### src/design/vla_pkg.sv
// ----------------------------------------------------------------------------
// vla_pkg
// Shared widths, command and event codes, and the queued word type.
// ----------------------------------------------------------------------------
package vla_pkg;

   localparam int CH_MAX = 16;
   localparam int CH_W   = 4;
   localparam int CNT_W  = 5;
   localparam int NOTE_W = 16;
   localparam int KIND_W = 2;

   localparam logic CMD_START = 1'b0;
   localparam logic CMD_STOP  = 1'b1;

   localparam logic [KIND_W-1:0] EV_START_FREE  = 2'd0;
   localparam logic [KIND_W-1:0] EV_START_STEAL = 2'd1;
   localparam logic [KIND_W-1:0] EV_STOPPED     = 2'd2;
   localparam logic [KIND_W-1:0] EV_STOP_MISS   = 2'd3;

   typedef struct packed {
      logic              is_stop;
      logic [NOTE_W-1:0] note;
   } work_type;

endpackage

### src/design/vla_front.sv
// ----------------------------------------------------------------------------
// vla_front
// Request intake: classifies each command word and holds it in a 2-entry queue.
// ----------------------------------------------------------------------------
module vla_front (
   input  logic                  clock,
   input  logic                  reset,
   input  logic                  req_valid,
   output logic                  req_stall,
   input  logic                  req_command,
   input  logic [15:0]           req_note_value,
   output logic                  q_valid,
   input  logic                  q_pop,
   output vla_pkg::work_type     q_word
);
   import vla_pkg::*;

   work_type   mem_ff [2];
   logic       wr_ptr_ff, wr_ptr_in;
   logic       rd_ptr_ff, rd_ptr_in;
   logic [1:0] count_ff, count_in;
   logic       push;
   work_type   word_new;

   assign req_stall = (count_ff == 2'd2);
   assign push      = req_valid && !req_stall;
   assign q_valid   = (count_ff != 2'd0);
   assign q_word    = mem_ff[rd_ptr_ff];

   always_comb begin
      word_new.is_stop = (req_command == CMD_STOP);
      word_new.note    = req_note_value;
      wr_ptr_in = wr_ptr_ff ^ push;
      rd_ptr_in = rd_ptr_ff ^ q_pop;
      count_in  = count_ff + {1'b0, push} - {1'b0, q_pop};
   end

   always_ff @(posedge clock) begin
      if (reset) begin
         wr_ptr_ff <= 1'b0;
         rd_ptr_ff <= 1'b0;
         count_ff  <= 2'd0;
      end else begin
         wr_ptr_ff <= wr_ptr_in;
         rd_ptr_ff <= rd_ptr_in;
         count_ff  <= count_in;
      end
   end

   always_ff @(posedge clock) begin
      if (push) begin
         mem_ff[wr_ptr_ff] <= word_new;
      end
   end

endmodule

### src/design/vla_engine.sv
// ----------------------------------------------------------------------------
// vla_engine
// Channel list sequencer: start/steal in one step, stop by scanning held notes
// and then the sounding list, with a registered result word.
// ----------------------------------------------------------------------------
module vla_engine (
   input  logic                  clock,
   input  logic                  reset,
   input  logic                  q_valid,
   input  vla_pkg::work_type     q_word,
   output logic                  q_pop,
   input  logic                  csr_write_enable,
   input  logic [4:0]            csr_write_data,
   output logic                  rsp_valid,
   input  logic                  rsp_stall,
   output logic [3:0]            rsp_channel,
   output logic [1:0]            rsp_event_kind,
   output logic [15:0]           rsp_note_out
);
   import vla_pkg::*;

   typedef enum logic [3:0] {
      ST_IDLE       = 4'b0001,
      ST_SCAN_NOTE  = 4'b0010,
      ST_SCAN_SOUND = 4'b0100,
      ST_REMOVE     = 4'b1000
   } state_type;

   state_type         state_ff, state_in;
   logic [CNT_W-1:0]  active_ff, active_in;
   logic [CH_W-1:0]   free_ff [CH_MAX];
   logic [CH_W-1:0]   free_in [CH_MAX];
   logic [CH_W-1:0]   so_ff [CH_MAX];
   logic [CH_W-1:0]   so_in [CH_MAX];
   logic [NOTE_W-1:0] held_ff [CH_MAX];
   logic [NOTE_W-1:0] held_in [CH_MAX];
   logic [CNT_W-1:0]  fcount_ff, fcount_in;
   logic [CNT_W-1:0]  scount_ff, scount_in;
   logic [NOTE_W-1:0] note_ff, note_in;
   logic [CH_W-1:0]   idx_ff, idx_in;
   logic [CH_W-1:0]   ch_ff, ch_in;
   logic [CNT_W-1:0]  pos_ff, pos_in;
   logic              rsp_valid_ff, rsp_valid_in;
   logic [CH_W-1:0]   rsp_channel_ff, rsp_channel_in;
   logic [KIND_W-1:0] rsp_kind_ff, rsp_kind_in;
   logic [NOTE_W-1:0] rsp_note_ff, rsp_note_in;
   logic              out_free;
   logic [CNT_W-1:0]  scount_m1;
   logic [CNT_W-1:0]  active_m1;

   function automatic logic [CNT_W-1:0] clamp_count(input logic [CNT_W-1:0] n);
      logic [CNT_W-1:0] r;
      r = n;
      if (n == '0) r = CNT_W'(1);
      if (n > CNT_W'(CH_MAX)) r = CNT_W'(CH_MAX);
      return r;
   endfunction

   assign out_free       = !rsp_valid_ff || !rsp_stall;
   assign scount_m1      = scount_ff - CNT_W'(1);
   assign active_m1      = active_ff - CNT_W'(1);
   assign rsp_valid      = rsp_valid_ff;
   assign rsp_channel    = rsp_channel_ff;
   assign rsp_event_kind = rsp_kind_ff;
   assign rsp_note_out   = rsp_note_ff;

   always_comb begin
      logic [CH_W-1:0] pick;
      pick           = '0;
      state_in       = state_ff;
      active_in      = active_ff;
      free_in        = free_ff;
      so_in          = so_ff;
      held_in        = held_ff;
      fcount_in      = fcount_ff;
      scount_in      = scount_ff;
      note_in        = note_ff;
      idx_in         = idx_ff;
      ch_in          = ch_ff;
      pos_in         = pos_ff;
      rsp_valid_in   = rsp_valid_ff && rsp_stall;
      rsp_channel_in = rsp_channel_ff;
      rsp_kind_in    = rsp_kind_ff;
      rsp_note_in    = rsp_note_ff;
      q_pop          = 1'b0;

      if (csr_write_enable) begin
         // any count write rebuilds the lists: all free, ascending
         active_in = clamp_count(csr_write_data);
         fcount_in = clamp_count(csr_write_data);
         scount_in = '0;
         for (int i = 0; i < CH_MAX; i++) begin
            free_in[i] = CH_W'(i);
            held_in[i] = '0;
         end
         state_in = ST_IDLE;
      end else begin
         unique case (state_ff)
            ST_IDLE: begin
               if (q_valid && out_free) begin
                  q_pop = 1'b1;
                  if (q_word.is_stop) begin
                     note_in  = q_word.note;
                     idx_in   = '0;
                     state_in = ST_SCAN_NOTE;
                  end else begin
                     if (fcount_ff != '0) begin
                        pick = free_ff[0];
                        for (int i = 0; i < CH_MAX - 1; i++) begin
                           free_in[i] = free_ff[i+1];
                        end
                        fcount_in = fcount_ff - CNT_W'(1);
                        if (scount_ff < CNT_W'(CH_MAX)) begin
                           so_in[scount_ff[CH_W-1:0]] = pick;
                           scount_in = scount_ff + CNT_W'(1);
                        end
                        rsp_kind_in = EV_START_FREE;
                     end else if (scount_ff != '0) begin
                        // steal the oldest sounding channel, requeue it last
                        pick = so_ff[0];
                        for (int i = 0; i < CH_MAX - 1; i++) begin
                           so_in[i] = so_ff[i+1];
                        end
                        so_in[scount_m1[CH_W-1:0]] = pick;
                        rsp_kind_in = EV_START_STEAL;
                     end else begin
                        rsp_kind_in = EV_START_STEAL;
                     end
                     held_in[pick]  = q_word.note;
                     rsp_valid_in   = 1'b1;
                     rsp_channel_in = pick;
                     rsp_note_in    = q_word.note;
                  end
               end
            end
            ST_SCAN_NOTE: begin
               if (held_ff[idx_ff] == note_ff) begin
                  ch_in    = idx_ff;
                  pos_in   = '0;
                  state_in = ST_SCAN_SOUND;
               end else if ({1'b0, idx_ff} == active_m1) begin
                  rsp_valid_in   = 1'b1;
                  rsp_channel_in = '0;
                  rsp_kind_in    = EV_STOP_MISS;
                  rsp_note_in    = '0;
                  state_in       = ST_IDLE;
               end else begin
                  idx_in = idx_ff + CH_W'(1);
               end
            end
            ST_SCAN_SOUND: begin
               if (pos_ff < scount_ff) begin
                  if (so_ff[pos_ff[CH_W-1:0]] == ch_ff) begin
                     state_in = ST_REMOVE;
                  end else begin
                     pos_in = pos_ff + CNT_W'(1);
                  end
               end else begin
                  // lowest match is already free
                  rsp_valid_in   = 1'b1;
                  rsp_channel_in = '0;
                  rsp_kind_in    = EV_STOP_MISS;
                  rsp_note_in    = '0;
                  state_in       = ST_IDLE;
               end
            end
            ST_REMOVE: begin
               for (int i = 0; i < CH_MAX - 1; i++) begin
                  if (CNT_W'(i) >= pos_ff) begin
                     so_in[i] = so_ff[i+1];
                  end
               end
               scount_in = scount_m1;
               if (fcount_ff < CNT_W'(CH_MAX)) begin
                  free_in[fcount_ff[CH_W-1:0]] = ch_ff;
                  fcount_in = fcount_ff + CNT_W'(1);
               end
               rsp_valid_in   = 1'b1;
               rsp_channel_in = ch_ff;
               rsp_kind_in    = EV_STOPPED;
               rsp_note_in    = note_ff;
               state_in       = ST_IDLE;
            end
            default: begin
               state_in = ST_IDLE;
            end
         endcase
      end
   end

   always_ff @(posedge clock) begin
      if (reset) begin
         state_ff     <= ST_IDLE;
         active_ff    <= CNT_W'(1);
         fcount_ff    <= CNT_W'(1);
         scount_ff    <= '0;
         rsp_valid_ff <= 1'b0;
         for (int i = 0; i < CH_MAX; i++) begin
            free_ff[i] <= CH_W'(i);
            held_ff[i] <= '0;
         end
      end else begin
         state_ff     <= state_in;
         active_ff    <= active_in;
         fcount_ff    <= fcount_in;
         scount_ff    <= scount_in;
         rsp_valid_ff <= rsp_valid_in;
         free_ff      <= free_in;
         held_ff      <= held_in;
      end
   end

   always_ff @(posedge clock) begin
      so_ff          <= so_in;
      note_ff        <= note_in;
      idx_ff         <= idx_in;
      ch_ff          <= ch_in;
      pos_ff         <= pos_in;
      rsp_channel_ff <= rsp_channel_in;
      rsp_kind_ff    <= rsp_kind_in;
      rsp_note_ff    <= rsp_note_in;
   end

endmodule

### src/design/lru_voice_allocator.sv
// ----------------------------------------------------------------------------
// lru_voice_allocator
// Polyphonic voice allocator, oldest-free first, oldest-sounding stolen.
// ----------------------------------------------------------------------------
// Usage:
//   req_*  : one command word per handshake (start or stop, 16-bit note).
//   rsp_*  : one result word per command: channel, event kind, note held.
//   csr_*  : active channel count write; rebuilds all lists, so the user must
//            do it only while no command is in flight; it is not enforced.
// Sequence and throughput:
//   A word sits in a 2-entry intake queue, then the sequencer takes it.
//   Start: registered result, one start per cycle while no result is stalled.
//   Stop: the held-note scan checks channels in ascending order up to the
//   first match (at most active_channels), then the sounding-list scan
//   checks entries up to the hit, and a last step unlinks it; the
//   sequencer takes no new word until the stop result is produced.
// Reset: one active channel, free, holding note 0; nothing queued.
// Stall: a stalled result holds in the output register; the sequencer
//   waits, the queue fills, and req_stall rises once two words are queued.
// ----------------------------------------------------------------------------
module lru_voice_allocator (
   input  logic        clock,
   input  logic        reset,
   input  logic        req_valid,
   output logic        req_stall,
   input  logic        req_command,
   input  logic [15:0] req_note_value,
   output logic        rsp_valid,
   input  logic        rsp_stall,
   output logic [3:0]  rsp_channel,
   output logic [1:0]  rsp_event_kind,
   output logic [15:0] rsp_note_out,
   input  logic        csr_write_enable,
   input  logic [4:0]  csr_write_data
);
   import vla_pkg::*;

   logic     q_valid;
   logic     q_pop;
   work_type q_word;

   vla_front u_front (
      .clock          (clock),
      .reset          (reset),
      .req_valid      (req_valid),
      .req_stall      (req_stall),
      .req_command    (req_command),
      .req_note_value (req_note_value),
      .q_valid        (q_valid),
      .q_pop          (q_pop),
      .q_word         (q_word)
   );

   vla_engine u_engine (
      .clock            (clock),
      .reset            (reset),
      .q_valid          (q_valid),
      .q_word           (q_word),
      .q_pop            (q_pop),
      .csr_write_enable (csr_write_enable),
      .csr_write_data   (csr_write_data),
      .rsp_valid        (rsp_valid),
      .rsp_stall        (rsp_stall),
      .rsp_channel      (rsp_channel),
      .rsp_event_kind   (rsp_event_kind),
      .rsp_note_out     (rsp_note_out)
   );

endmodule

### config.mk
export PLATFORM = sky130hd
export DESIGN_NAME = lru_voice_allocator
export DESIGN_NICKNAME = d
export VERILOG_FILES = /design/src/design/vla_pkg.sv /design/src/design/vla_front.sv /design/src/design/vla_engine.sv /design/src/design/lru_voice_allocator.sv
export SDC_FILE = /design/constraint.sdc
export NUM_CORES = 1
export LEC_CHECK = 0
export ABC_AREA = 1
export BUFFER_PORTS_ARGS = -buffer_cell sky130_fd_sc_hd__buf_2
export CAP_MARGIN = 15
export CORE_MARGIN = 10
export CORE_UTILIZATION = 44
export CTS_BUF_LIST = sky130_fd_sc_hd__clkbuf_4 sky130_fd_sc_hd__clkbuf_8 sky130_fd_sc_hd__clkbuf_16
export CTS_CLUSTER_SIZE = 28
export DETAILED_ROUTE_END_ITERATION = 16
export PLACE_DENSITY = 0.64
export SYNTH_ARGS = -nofsm -noshare
export SYNTH_HDL_FRONTEND = slang
export SYNTH_HIERARCHICAL = 1
export SYNTH_SLANG_ARGS = --single-unit
### constraint.sdc
create_clock -name clock -period 2.5 [get_ports clock]
set_input_delay 0.125 -clock clock [delete_from_list [all_inputs] [get_ports clock]]
set_output_delay 0.125 -clock clock [all_outputs]
set_load 0.005 [all_outputs]
==> impl_metrics.tcl <==
set metrics [dict create \
    outcome "complete, but fails checks" \
    violations "setup timing" \
    portBuffers 50 \
    vdd_drop_max_mv 0.623 \
    num_rows 86 \
    synth-seq-area-share_pct 46.0 \
    worst_slew_pin_slew_ns 0.750 \
    syn_area_mm2 0.0247 \
    grt_pass1_vias 22600 \
    setup.worst_path.start "u_engine/idx_ff[0]" \
    wl_per_cell_um 21.2 \
    die_h_um 257 \
    clk_latency_ns 0.62 \
    ant_nets 0 \
    drt-total-wl_mm 89.0 \
    period_minus_slack_ns 2.68 \
    place_congestion 1.00 \
    h-tree-depth 2 \
    layoutNonFillerInstCount 4204 \
    final_area_mm2 0.0309 \
    antenna_found_initial 1 \
    fillers 5047 \
    max-slew-margin-rel_pct 50.0 \
    syn_area_per_cell_um2 7.62 \
    overflow 0 \
    drc 0 \
    cts.path.max_buffers 3 \
    synth_cell_types 55 \
    finalHoldViolCount 0 \
    drtIter0Drc 2538 \
    dp_slack_ns -0.421 \
    grt_use_met3_pct 2.69 \
    setup_viol 36 \
    final.setup.worst_slack_ns -0.184 \
    regArea_mm2 0.0114 \
    arrival_ns 3.02 \
    cts_buffers 53 \
    die_x_um 257 \
    grt_pass1_wl_mm 126 \
    drive_gt1_share_pct 20.4 \
    synth-async-reset-ratio_pct 0 \
    crit_type "flop to flop" \
    fin_crit_sh_pct 107 \
    power_density_mw_per_mm2 847 \
    worst_setup_path_start_kind "flop" \
    use_met2_pct 39.9 \
    final_nets 3466 \
    end_kind "flop" \
    required_ns 2.83 \
    viasPerCell 5.84 \
    core_area_mm2 0.0553 \
    multi_input_area_mm2 0.0120 \
    total_leakage_power_uw 0.0124 \
    setup_tns_ns -5.57 \
    clk_pin_slew_ns 0.06 \
    min_path_type "input pin to flop" \
    synth.net_count 3293 \
    synth_area_leaders "dfxtp_1, edfxtp_1, o21ai_0, a21oi_1, nand2_1" \
    hold_start "csr_write_enable" \
    synthCells 3242 \
    root_buffer "clkbuf_16" \
    ios 51 \
    clock_sinks 493 \
    hpwl_mm 52.1 \
    fin_skew_ns 0.0207 \
    slew_viol_final 0 \
    dp.cells 4006 \
    synth_edf_count 149 \
    drtPass1Iterations 7 \
    dieArea_mm2 0.0660 \
    r2r-start "u_engine/idx_ff[0]" \
    synth_top_area_share_pct 27.9 \
    critPathMaxFanout 7 \
    rsz0062_at_grt "yes" \
    grt_max_degree 157 \
    diodes 0 \
    met1_usage_pct 29.7 \
    fmax_mhz 373 \
    grt.total_usage_pct 23.6 \
    cts_tree "done" \
    yosysWarnings 6 \
    via_count 24600 \
    syn_to_final_growth_pct 24.9 \
    yosys.area.top_type "dfxtp_1" \
    start_util_pct 44.7 \
    maxCapViolations 0 \
    synth_seq_cells 493 \
    place_area_mm2 0.0268 \
    busiest_layer "met2" \
    ys.flop_type "dfxtp_1" \
]
critical path, stage by stage, from the launching register on:
cell	delay (ns)
edfxtp_1	0.42
buf_6	0.16
clkinv_8	0.11
buf_12	0.17
buf_12	0.13
nand2_1	0.06
nand3_1	0.08
nand3_1	0.14
nand3_2	0.09
nand3_2	0.07
nand2_2	0.07
nor2_2	0.13
nand2_2	0.10
nor2_4	0.16
nand3_4	0.15
buf_6	0.16
nor2_4	0.08
buf_6	0.12
logic make-up (layout without fill, tap and decap cells):
group                    Yosys count  count (layout)  synth area share (%)
AO/OA/AOI/OAI                   1127            1127                  23.9
XOR/XNOR                          10              10                 0.355
adder cells (fa/ha/maj)           24              24                  1.25
buffers and inverters            489             703                  8.53
flip-flops                       493             493                  46.0
multiplexers                      17              17                 0.912
AND/OR/NAND/NOR                 1082            1082                  19.1
cells in the mapped netlist, drive strengths merged, types with 8 or more instances:
cell,instances
o22ai,53
or2,35
o21ai,552
a31oi,8
o211ai,12
clkinv,21
clkbuf,108
a211oi,22
nand3,213
a21oi,454
nor3,14
dfxtp,344
nand2,588
buf,114
ha,23
mux2,17
nor2,226
edfxtp,149
inv,246
per-layer routing:
layer	routed length [µm]	vias to the layer above
met1	35500	11600
met4	4590	0
met3	7410	279
met2	41500	1262
li1	-	11400
met5	0	-
area by class of cell:
cell class	instances	area share, %
sequential	493	36.8
clock buffer	79	5.21
timing repair buffer	340	11.9
tap	748	3.03
multi-input combinational	2260	39.0
inverter	267	3.42
clock inverter	17	0.633
flip-flops by register name, indices dropped and copies added, names as in the netlist, 4 cells and up:
name / cells
u_engine/so_ff: 64
u_engine/state_ff: 4
u_engine/scount_ff: 5
u_engine/ch_ff: 4
u_engine/active_ff: 5
u_engine/free_ff: 64
u_engine/pos_ff: 5
u_engine/idx_ff: 4
u_front/mem_ff: 34
u_engine/fcount_ff: 5
u_engine/rsp_channel: 4
u_engine/held_ff: 256
u_engine/note_ff: 16
u_engine/rsp_note_out: 16
cell usage in the layout (no fill, tap or decap), drive strengths merged, types with 22 or more instances in the layout:
cell	n
inv	245
dlygate4sd3	32
clkinv	34
nor2	226
a211oi	22
ha	23
nand3	213
edfxtp	149
o21ai	552
buf	288
clkbuf	98
or2	35
a21oi	454
o22ai	53
nand2	588
dfxtp	344
where the power goes:
| group | switching [µW] | internal [µW] |
|---|---|---|
| sequential | 373 | 9100 |
| combinational | 5580 | 2970 |
| clock | 3350 | 4760 |
| total | 9300 | 16800 |
final timing paths:
path                                end  slack [ns]  cells past startpoint
setup / recovery      u_engine/ch_ff[0]       -0.18                     17
setup reg to reg      u_engine/ch_ff[0]       -0.18                     17
hold / removal    u_engine/held_ff[190]        0.02                      4
hold reg to reg    u_engine/free_ff[22]        0.45                      2
what timing repair did:
action | CTS | global route
hold buffers | 32 | 0
gates cloned | 4 | 23
endpoints found under the setup margin | 95 | 418
hold endpoints to repair | 49 | 0
resized for setup | 49 | 250
pin swaps | 14 | 57
buffers inserted | 11 | 33
through the flow:
| stage | util (%) | hold WS, ns | power (µW) |
|---|---|---|---|
| after floorplan | - | 0.192 | 14100 |
| after global placement | 48.4 | 0.314 | 16600 |
| after detailed placement | 48.4 | 0.317 | 16700 |
| after CTS | 52.9 | 0.00945 | 25100 |
| after global routing | 55.8 | 0.0403 | 27200 |
| final | 55.8 | 0.0162 | 26100 |
Note: power is estimated with default switching activity, not from simulation.
